[config.mk]
export PLATFORM = sky130hd
export DESIGN_NAME = mjq_merge
export DESIGN_NICKNAME = d
export VERILOG_FILES = /design/src/min_jerk_quintic_coefficients_assert.svh /design/src/mjq_pkg.sv /design/src/mjq_merge.sv
export SDC_FILE = /design/constraint.sdc
export NUM_CORES = 1
export LEC_CHECK = 0
export BUFFER_PORTS_ARGS = -buffer_cell sky130_fd_sc_hd__buf_2
export CORE_AREA = 2 2 612 614
export CTS_CLUSTER_DIAMETER = 150
export DETAILED_ROUTE_END_ITERATION = 7
export DIE_AREA = 0 0 614 616
export PLACE_DENSITY = 0.3
export SYNTH_ARGS = -nofsm -noshare
export SYNTH_HDL_FRONTEND = slang
export SYNTH_SLANG_ARGS = --single-unit
[constraint.sdc]
create_clock -name clock -period 56.4 [get_ports clock]
set_input_delay 5.64 -clock clock [delete_from_list [all_inputs] [get_ports clock]]
set_output_delay 5.64 -clock clock [all_outputs]
set_load 0.005 [all_outputs]
[src/min_jerk_quintic_coefficients_assert.svh]
// Assertion macros for the quintic coefficient block.
`ifndef MIN_JERK_QUINTIC_COEFFICIENTS_ASSERT_SVH
`define MIN_JERK_QUINTIC_COEFFICIENTS_ASSERT_SVH

// consequent in the cycle after the antecedent
`define MJQ_ASSERT_NEXT(label, clk, rst, ante, cons) \
   label: assert property (@(posedge clk) disable iff (rst) (ante) |=> (cons)) \
      else $error("assertion failed");

// consequent in the same cycle as the antecedent
`define MJQ_ASSERT_NOW(label, clk, rst, ante, cons) \
   label: assert property (@(posedge clk) disable iff (rst) (ante) |-> (cons)) \
      else $error("assertion failed");

`endif

[src/mjq_pkg.sv]
// Shared types, constants and arithmetic helpers for the quintic coefficient block.
`default_nettype none
package mjq_pkg;

   localparam int NUM_AXES = 3;
   localparam int AXIS_W   = 2;
   localparam int NUM_W    = 100;
   localparam int DIV_W    = 192;
   localparam int CNT_W    = $clog2(DIV_W);

   localparam logic FUNC_START   = 1'b0;
   localparam logic FUNC_SEGMENT = 1'b1;

   typedef struct packed {
      logic               func;
      logic signed [31:0] pos_x;
      logic signed [31:0] pos_y;
      logic signed [31:0] pos_z;
      logic signed [31:0] vel_x;
      logic signed [31:0] vel_y;
      logic signed [31:0] vel_z;
      logic signed [31:0] acc_x;
      logic signed [31:0] acc_y;
      logic signed [31:0] acc_z;
      logic        [31:0] duration;
   } req_type;

   typedef struct packed {
      logic [AXIS_W-1:0]  axis;
      logic signed [63:0] coeff0;
      logic signed [63:0] coeff1;
      logic signed [63:0] coeff2;
      logic signed [63:0] coeff3;
      logic signed [63:0] coeff4;
      logic signed [63:0] coeff5;
      logic               bad_duration;
      logic               last;
   } rsp_type;

   typedef struct packed {
      logic signed [63:0] coeff0;
      logic signed [63:0] coeff1;
      logic signed [63:0] coeff2;
      logic signed [63:0] coeff3;
      logic signed [63:0] coeff4;
      logic signed [63:0] coeff5;
      logic               bad;
   } lane_result_type;

   typedef struct packed {
      logic idle;
      logic done;
   } lane_status_type;

   typedef enum logic [2:0] {
      LANE_IDLE,
      LANE_MUL,
      LANE_LOAD,
      LANE_DIV,
      LANE_DONE
   } lane_state_type;

   typedef enum logic [2:0] {
      MS_VT,
      MS_AT1,
      MS_PLO,
      MS_PHI,
      MS_FORM
   } mul_step_type;

   typedef enum logic [1:0] {
      COEF_C3,
      COEF_C4,
      COEF_C5
   } coef_type;

   function automatic logic signed [NUM_W-1:0] numer(input coef_type c,
                                                      input logic signed [NUM_W-1:0] hs,
                                                      input logic signed [NUM_W-1:0] vs,
                                                      input logic signed [NUM_W-1:0] as);
      logic signed [NUM_W-1:0] r;
      r = '0;
      case (c)
         COEF_C3: r = (hs <<< 4) + (hs <<< 2) - (vs <<< 3) - (vs <<< 2) - (as <<< 1) - as;
         COEF_C4: r = (hs <<< 1) - (hs <<< 5) + (vs <<< 4) + (as <<< 1) + as;
         COEF_C5: r = (hs <<< 3) + (hs <<< 2) - (vs <<< 2) - (vs <<< 1) - as;
         default: r = '0;
      endcase
      return r;
   endfunction

   function automatic logic [6:0] coef_shift(input coef_type c);
      logic [6:0] r;
      r = 7'd0;
      case (c)
         COEF_C3: r = 7'd39;
         COEF_C4: r = 7'd63;
         COEF_C5: r = 7'd87;
         default: r = 7'd0;
      endcase
      return r;
   endfunction

   function automatic logic [2:0] coef_power(input coef_type c);
      logic [2:0] r;
      r = 3'd1;
      case (c)
         COEF_C3: r = 3'd3;
         COEF_C4: r = 3'd4;
         COEF_C5: r = 3'd5;
         default: r = 3'd1;
      endcase
      return r;
   endfunction

   function automatic logic [63:0] sat_coeff(input logic [DIV_W-1:0] q, input logic neg);
      logic        hi;
      logic [63:0] mag;
      logic [63:0] r;
      hi  = |q[DIV_W-1:64];
      mag = q[63:0];
      if (neg) begin
         if (hi || mag > {1'b1, 63'd0}) begin
            r = {1'b1, 63'd0};
         end else begin
            r = -mag;
         end
      end else begin
         if (hi || mag[63]) begin
            r = {1'b0, {63{1'b1}}};
         end else begin
            r = mag;
         end
      end
      return r;
   endfunction

endpackage
`default_nettype wire

[src/mjq_merge.sv]
// Merge stage: gathers the lane results and sends them out one axis per word.
`default_nettype none
module mjq_merge import mjq_pkg::*; (
   input  wire logic            clock,
   input  wire logic            reset,
   input  wire lane_status_type lane_status [NUM_AXES],
   input  wire lane_result_type lane_result [NUM_AXES],
   output logic                 take,
   output logic                 rsp_valid,
   input  wire logic            rsp_ready,
   output rsp_type              rsp_word
);

   logic              full_ff, full_in;
   logic [AXIS_W-1:0] idx_ff, idx_in;
   lane_result_type   buf_ff [NUM_AXES];
   logic              all_done;
   logic              is_last;

   always_comb begin
      all_done = 1'b1;
      for (int i = 0; i < NUM_AXES; i++) begin
         all_done = all_done & lane_status[i].done;
      end
   end

   assign take    = !full_ff && all_done;
   assign is_last = idx_ff == AXIS_W'(NUM_AXES - 1);

   always_comb begin
      full_in = full_ff;
      idx_in  = idx_ff;
      if (take) begin
         full_in = 1'b1;
         idx_in  = '0;
      end else if (full_ff && rsp_ready) begin
         if (is_last) begin
            full_in = 1'b0;
            idx_in  = '0;
         end else begin
            idx_in = idx_ff + AXIS_W'(1);
         end
      end
   end

   always_ff @(posedge clock) begin
      if (reset) begin
         full_ff <= 1'b0;
         idx_ff  <= '0;
      end else begin
         full_ff <= full_in;
         idx_ff  <= idx_in;
      end
      if (take) begin
         for (int i = 0; i < NUM_AXES; i++) begin
            buf_ff[i] <= lane_result[i];
         end
      end
   end

   assign rsp_valid             = full_ff;
   assign rsp_word.axis         = idx_ff;
   assign rsp_word.coeff0       = buf_ff[idx_ff].coeff0;
   assign rsp_word.coeff1       = buf_ff[idx_ff].coeff1;
   assign rsp_word.coeff2       = buf_ff[idx_ff].coeff2;
   assign rsp_word.coeff3       = buf_ff[idx_ff].coeff3;
   assign rsp_word.coeff4       = buf_ff[idx_ff].coeff4;
   assign rsp_word.coeff5       = buf_ff[idx_ff].coeff5;
   assign rsp_word.bad_duration = buf_ff[idx_ff].bad;
   assign rsp_word.last         = is_last;

endmodule
`default_nettype wire

==> impl_metrics.ini, run 1 <==
[cts]
clkTransAtPathRegs_ns = 0.05
post_cts_buffers = 0
cts.path.max_buffers = 4
cts_root_buf = clkbuf_16
cts_buffers = 154
clk_latency_ns = 0.84
htreeDepth = 4
clock-sinks = 1160
holdBufCountCts = 0
ctsResizeCount = 0
cts_tree = done

[place]
postPlaceCellArea_um2 = 56500
io_buffer_count = 1550
pre_cts_slack_ns = 43.93
globalplace.congestion = 0.838
hpwl_mm = 184

[finish]
final_area_um2 = 61300
syn2layout_area_growth_pct = 41.7
layout-drive-gt1-share_pct = 43.0
nets = 5241
fillCellCount = 41095

[sta]
slew_headroom_pct = 20.2
setup_violations = 0
fin_setup_tns_ns = 0
worst_pin_slew_ns = 1.20
slew_viol_final = 0
clock.fmax_mhz = 80.6
rsz0062_at_grt = false
skew_ns = 0.0441
final.setup.worst_slack_ns = 44.00
fin_crit_ns = 12.40
fin_crit_sh_pct = 22.0
finalHoldViolations = 0

[drt]
drtIter0Drc = 1948
ant_nets = 0
avgRoutedWirePerCell_um = 24.7
finalWirelength_mm = 228
via_per_inst = 3.09
drc_errors = 0
num_vias = 28536
firstDrtPassIters = 6

[logic_synthesis]
synth_top_area_cell = edfxtp_1
syn_area_per_cell_um2 = 17.6
ys_seq_elements = 1160
synthArstFlopShare_pct = 0
synth_top_area_share_pct = 80.1
netlist_area_um2 = 43300
synth_most_common_cell = edfxtp_1
synth_mux_area_share_pct = 8.90
synth-xor-area-share_pct = 0
synth_cell_types = 21
synth_top_family_by_area = multiplexers
synth.area.top_cells = edfxtp_1 (80%), mux2i_1 (8.9%), o21ai_1 (4.0%)
synth_edf_count = 1155
synth_top_cells_by_count = edfxtp_1 (1155), mux2i_1 (385), nand2_1 (385)
ys_warn_count = 0
synthAdderAreaFrac_pct = 0
synth-seq-area-share_pct = 80.4
synth_nets = 3621
synth_compound_area_share_pct = 4.55
yosys.area_share.simple_pct = 3.45
dominantRegCellSynth = edfxtp_1
syn_inst = 2457

[grt]
grt-ovfl-total = 0
grt_max_degree = 154
antenna_found_initial = 261
top_usage_layer = met2
grtUsageTotal_pct = 11.5
first_global_vias = 28821
met3_usage_pct = 4.24
met1_usage_pct = 12.5
use_met2_pct = 21.0
grt_pass1_wl_mm = 288

[worst_setup_path]
crit_type = in2out
crit_path_top_delay_cell = and4b_4
r2r-end = buf_ff[1][168]
crit_family = simple AND/OR/NAND/NOR gates
path_depth = 3
cp-end-kind = output pin
path_cells = buf_2 -> and4b_4 -> buf_2
path_common_cell = buf_2
worstPathArrival_ns = 6.76
r2r_start = rsp_valid
cp-start-kind = input pin
regToRegSetupSlack_ns = 49.69
ff2ff_path_depth = 8
worstSetupStartpoint = lane_status[0]
crit_buf_inv = 2
cp-endpoint = take
crit_required_ns = 50.76
cpPeakStageDelay_ns = 0.66
cp_max_fo = 38

[flow_run]
drv_cap = 0

[floorplanning]
initial_core_util_pct = 11.7
coreArea_um2 = 371000
core.rowCount = 224
dieArea_um2 = 378000
io_pins = 1554
die_h_um = 616
die_x_um = 614

[power_and_ir_drop]
peakVddDrop_uv = 21.8
p_leak_nw = 20.8
total_power_mw = 2.04
p_per_area_nw_per_um2 = 33.3

[hold_path]
hp-class = reg2reg

[status]
status = complete, no violations
area by class of cell:
type                       instances  area, um2  area share (%)
clock inverter                    78        628            1.02
sequential                      1160      34800            56.7
inverter                           1       3.75         0.00612
tap                             4972       6220            10.1
timing repair buffer            1594       8160            13.3
multi-input combinational       1166       7330            12.0
antenna                           60        150           0.245
clock buffer                     191       4050            6.60
cell families after synthesis:
family	count (synthesis)
multiplexers	385
buffers and inverters	131
AO/OA/AOI/OAI	390
AND/OR/NAND/NOR	391
flip-flops	1160
per-layer routing:
metal / routed length, um / vias up
met4: 6580 / 132
li1: - / 12720
met2: 116000 / 1402
met3: 20900 / 576
met1: 83300 / 13706
met5: 799 / -
worst min-delay path: cells and delay by family (launching register included):
kind               cells  cell delay (ns)
AOI/OAI and AO/OA      1             0.07
and+or+nand+nor        1             0.11
DFF                    1             0.35
worst min-delay path by stage:
stage / from / to / slack (ns) / cells after the start
detailed placement: idx_ff[0] / register / 0.56 / 2
floorplan: idx_ff[1] / rsp_valid / 0.53 / 2
finish: idx_ff[0] / register / 0.56 / 2
global placement: idx_ff[0] / register / 0.56 / 2
CTS: idx_ff[0] / register / 0.57 / 2
global route: idx_ff[0] / register / 0.62 / 2
per-stage QoR:
stage	hold WS, ns	utilization [%]	cells
2_1_floorplan	0.534	-	2457
3_3_place_gp	0.557	15.2	8893
3_5_place_dp	0.563	15.2	8893
4_1_cts	0.573	16.5	9162
5_1_grt	0.616	16.5	9186
6_report	0.564	16.5	9222
report_power, final:
part | internal, mW | switching (mW) | total [mW] | leakage [nW]
sequential | 0.980 | 0.00791 | 0.988 | 10.6
combinational | 0.0479 | 0.0686 | 0.116 | 7.84
clock | 0.541 | 0.398 | 0.939 | 2.29
state kept, by name, summed over array words and instances (netlist names), named ones only:
| register | flops |
|---|---|
| idx_ff | 2 |
| buf_ff | 1155 |
| rsp_valid | 1 |
cell usage in the layout (no fill, tap or decap), types with 32 or more instances in the layout:
master	count
buf_2	1550
buf_4	38
clkbuf_1	34
clkbuf_16	156
clkinv_1	35
diode_2	60
edfxtp_1	1155
mux2i_1	383
nand2_1	385
o21ai_0	32
o21ai_1	353
Note: power is estimated with default switching activity, not from simulation.
==> run 2, diff against run 1 <==
Settings changed: ABC_AREA set to 1, CORE_AREA 2 2 612 614 to 2 2 609 611, DIE_AREA 0 0 614 616 to 0 0 611 613.
Clock period 56.4 ns to 10.65 ns, I/O delays scaled along.
==> impl_metrics.ini, run 2 <==
[floorplanning]
die_h_um = 613
dieArea_um2 = 375000
initial_core_util_pct = 11.7
die_x_um = 611
coreArea_um2 = 368000
io_pins = 1554
core.rowCount = 223

[hold_path]
hp-class = in2reg

[drt]
ant_nets = 0
via_per_inst = 3.38
firstDrtPassIters = 5
drtIter0Drc = 2512
drc_errors = 0
avgRoutedWirePerCell_um = 27.4
finalWirelength_mm = 261
num_vias = 32083

[logic_synthesis]
netlist_area_um2 = 42900
syn_area_per_cell_um2 = 14.8
synth_most_common_cell = edfxtp_1
dominantRegCellSynth = edfxtp_1
synth_nets = 4062
synth_top_area_share_pct = 80.8
synth-seq-area-share_pct = 81.0
synth_top_area_cell = edfxtp_1
synth.area.top_cells = edfxtp_1 (81%), a21oi_1 (9.0%), nor2_1 (3.4%)
synth_cell_types = 14
ys_warn_count = 0
syn_inst = 2898
ys_seq_elements = 1160
synth_edf_count = 1155
synthArstFlopShare_pct = 0
synth_top_cells_by_count = edfxtp_1 (1155), a21oi_1 (773), nor2_1 (393)

[place]
io_buffer_count = 1550
hpwl_mm = 203
pre_cts_slack_ns = 5.29
postPlaceCellArea_um2 = 55900
globalplace.congestion = 0.864

[status]
status = complete, no violations

[worst_setup_path]
cpPeakStageDelay_ns = 0.79
crit_type = reg2out
worstPathArrival_ns = 5.17
crit_required_ns = 9.59
path_cells = buf_12 -> buf_4 -> buf_4 -> a21oi_1 -> a21oi_1 -> buf_2
crit_path_top_delay_cell = dfxtp_4
cp_max_fo = 125
cp-start-kind = register
cp-end-kind = output pin

[grt]
first_global_vias = 31943
grt_pass1_wl_mm = 327
grt-ovfl-total = 0
grt_max_degree = 182
grtUsageTotal_pct = 13.2
antenna_found_initial = 313

[finish]
ff_latch_area_um2 = 34800
syn2layout_area_growth_pct = 42.1
final_area_um2 = 61000
nets = 5639
final_common_cell = buf_2
largest_reg_flops = 1155
fillCellCount = 40953
layout-drive-gt1-share_pct = 39.6
final_cell_mix = buf_2 (1550), edfxtp_1 (1155), a21oi_1 (771), nor2_1 (392), nand2_1 (390)
multi_input_area_um2 = 6840
largest-register = buf_ff

[sta]
slew_headroom_pct = 6.87
slew_viol_final = 0
skew_ns = 0.0485
final.setup.worst_slack_ns = 4.41
clock.fmax_mhz = 160
rsz0062_at_grt = false
fin_setup_tns_ns = 0
fin_crit_sh_pct = 58.6
worst_pin_slew_ns = 1.40
finalHoldViolations = 0
setup_violations = 0
fin_crit_ns = 6.24

[cts]
clock-sinks = 1160
cts_root_buf = clkbuf_16
ctsResizeCount = 0
cts_tree = done
holdBufCountCts = 0
cts_buffers = 155
clk_latency_ns = 0.85
cts.path.max_buffers = 4
htreeDepth = 4
post_cts_buffers = 0
clkTransAtPathRegs_ns = 0.06

[power_and_ir_drop]
peakVddDrop_uv = 114
p_leak_nw = 22.7
p_per_area_nw_per_um2 = 183

[flow_run]
drv_cap = 0
==> run 2: layout make-up <==
cell class,count,share of cell area (%)
sequential,1160,57.0
antenna,71,0.291
clock inverter,83,1.35
tap,4837,9.92
inverter,8,0.133
multi-input combinational,1559,11.2
timing repair buffer,1591,13.4
clock buffer,189,6.71
==> run 2: per-layer routing <==
| metal | global-route usage [%] | routed length [um] |
|---|---|---|
| met2 | 23.2 | 130000 |
| met4 | 3.46 | 8110 |
| met5 | 0 | 759 |
| met3 | 4.43 | 21100 |
| met1 | 15.3 | 101000 |
==> run 2: worst paths after layout <==
path	to	start	slack, ns	cells past startpoint
min reg2reg	register	idx_ff[0]	0.62	4
min	buf_ff[2][104]	lane_result[104]	0.39	1
max	rsp_word[109]	register	4.41	6
max reg2reg	buf_ff[0][291]	rsp_valid	7.02	6
==> run 2: kinds of logic (layout without fill, tap and decap cells) <==
kind of cell	count (synthesis)	in the layout	share of synthesized area, %
other cells	0	71	0
flops	1160	1160	81.0
simple gates	786	786	6.87
buf+inv	179	1871	3.11
compound gates	773	773	9.01
==> run 2: stage by stage <==
step | cells | util [%] | hold slack, ns | total power, mW
5_1_grt | 9463 | 16.6 | 0.315 | 11.6
2_1_floorplan | 2898 | - | 0.508 | 5.60
3_3_place_gp | 9155 | 15.2 | 0.668 | 6.04
3_5_place_dp | 9155 | 15.2 | 0.634 | 6.04
6_report | 9498 | 16.6 | 0.392 | 11.2
4_1_cts | 9427 | 16.5 | 0.270 | 11.4
==> run 2: where the power goes <==
part	internal, mW	switching [mW]	total [mW]	leakage [nW]
registers	5.19	0.0423	5.23	10.6
logic	0.253	0.430	0.683	9.67
clock network	3.05	2.19	5.25	2.39
total	8.49	2.66	11.2	22.7
==> run 2: critical path, delay by kind of cell, from the launching register on <==
family	cells	cell delay, ns
AOI/OAI and AO/OA	2	0.82
buffers and inverters	4	1.96
DFF	1	0.79
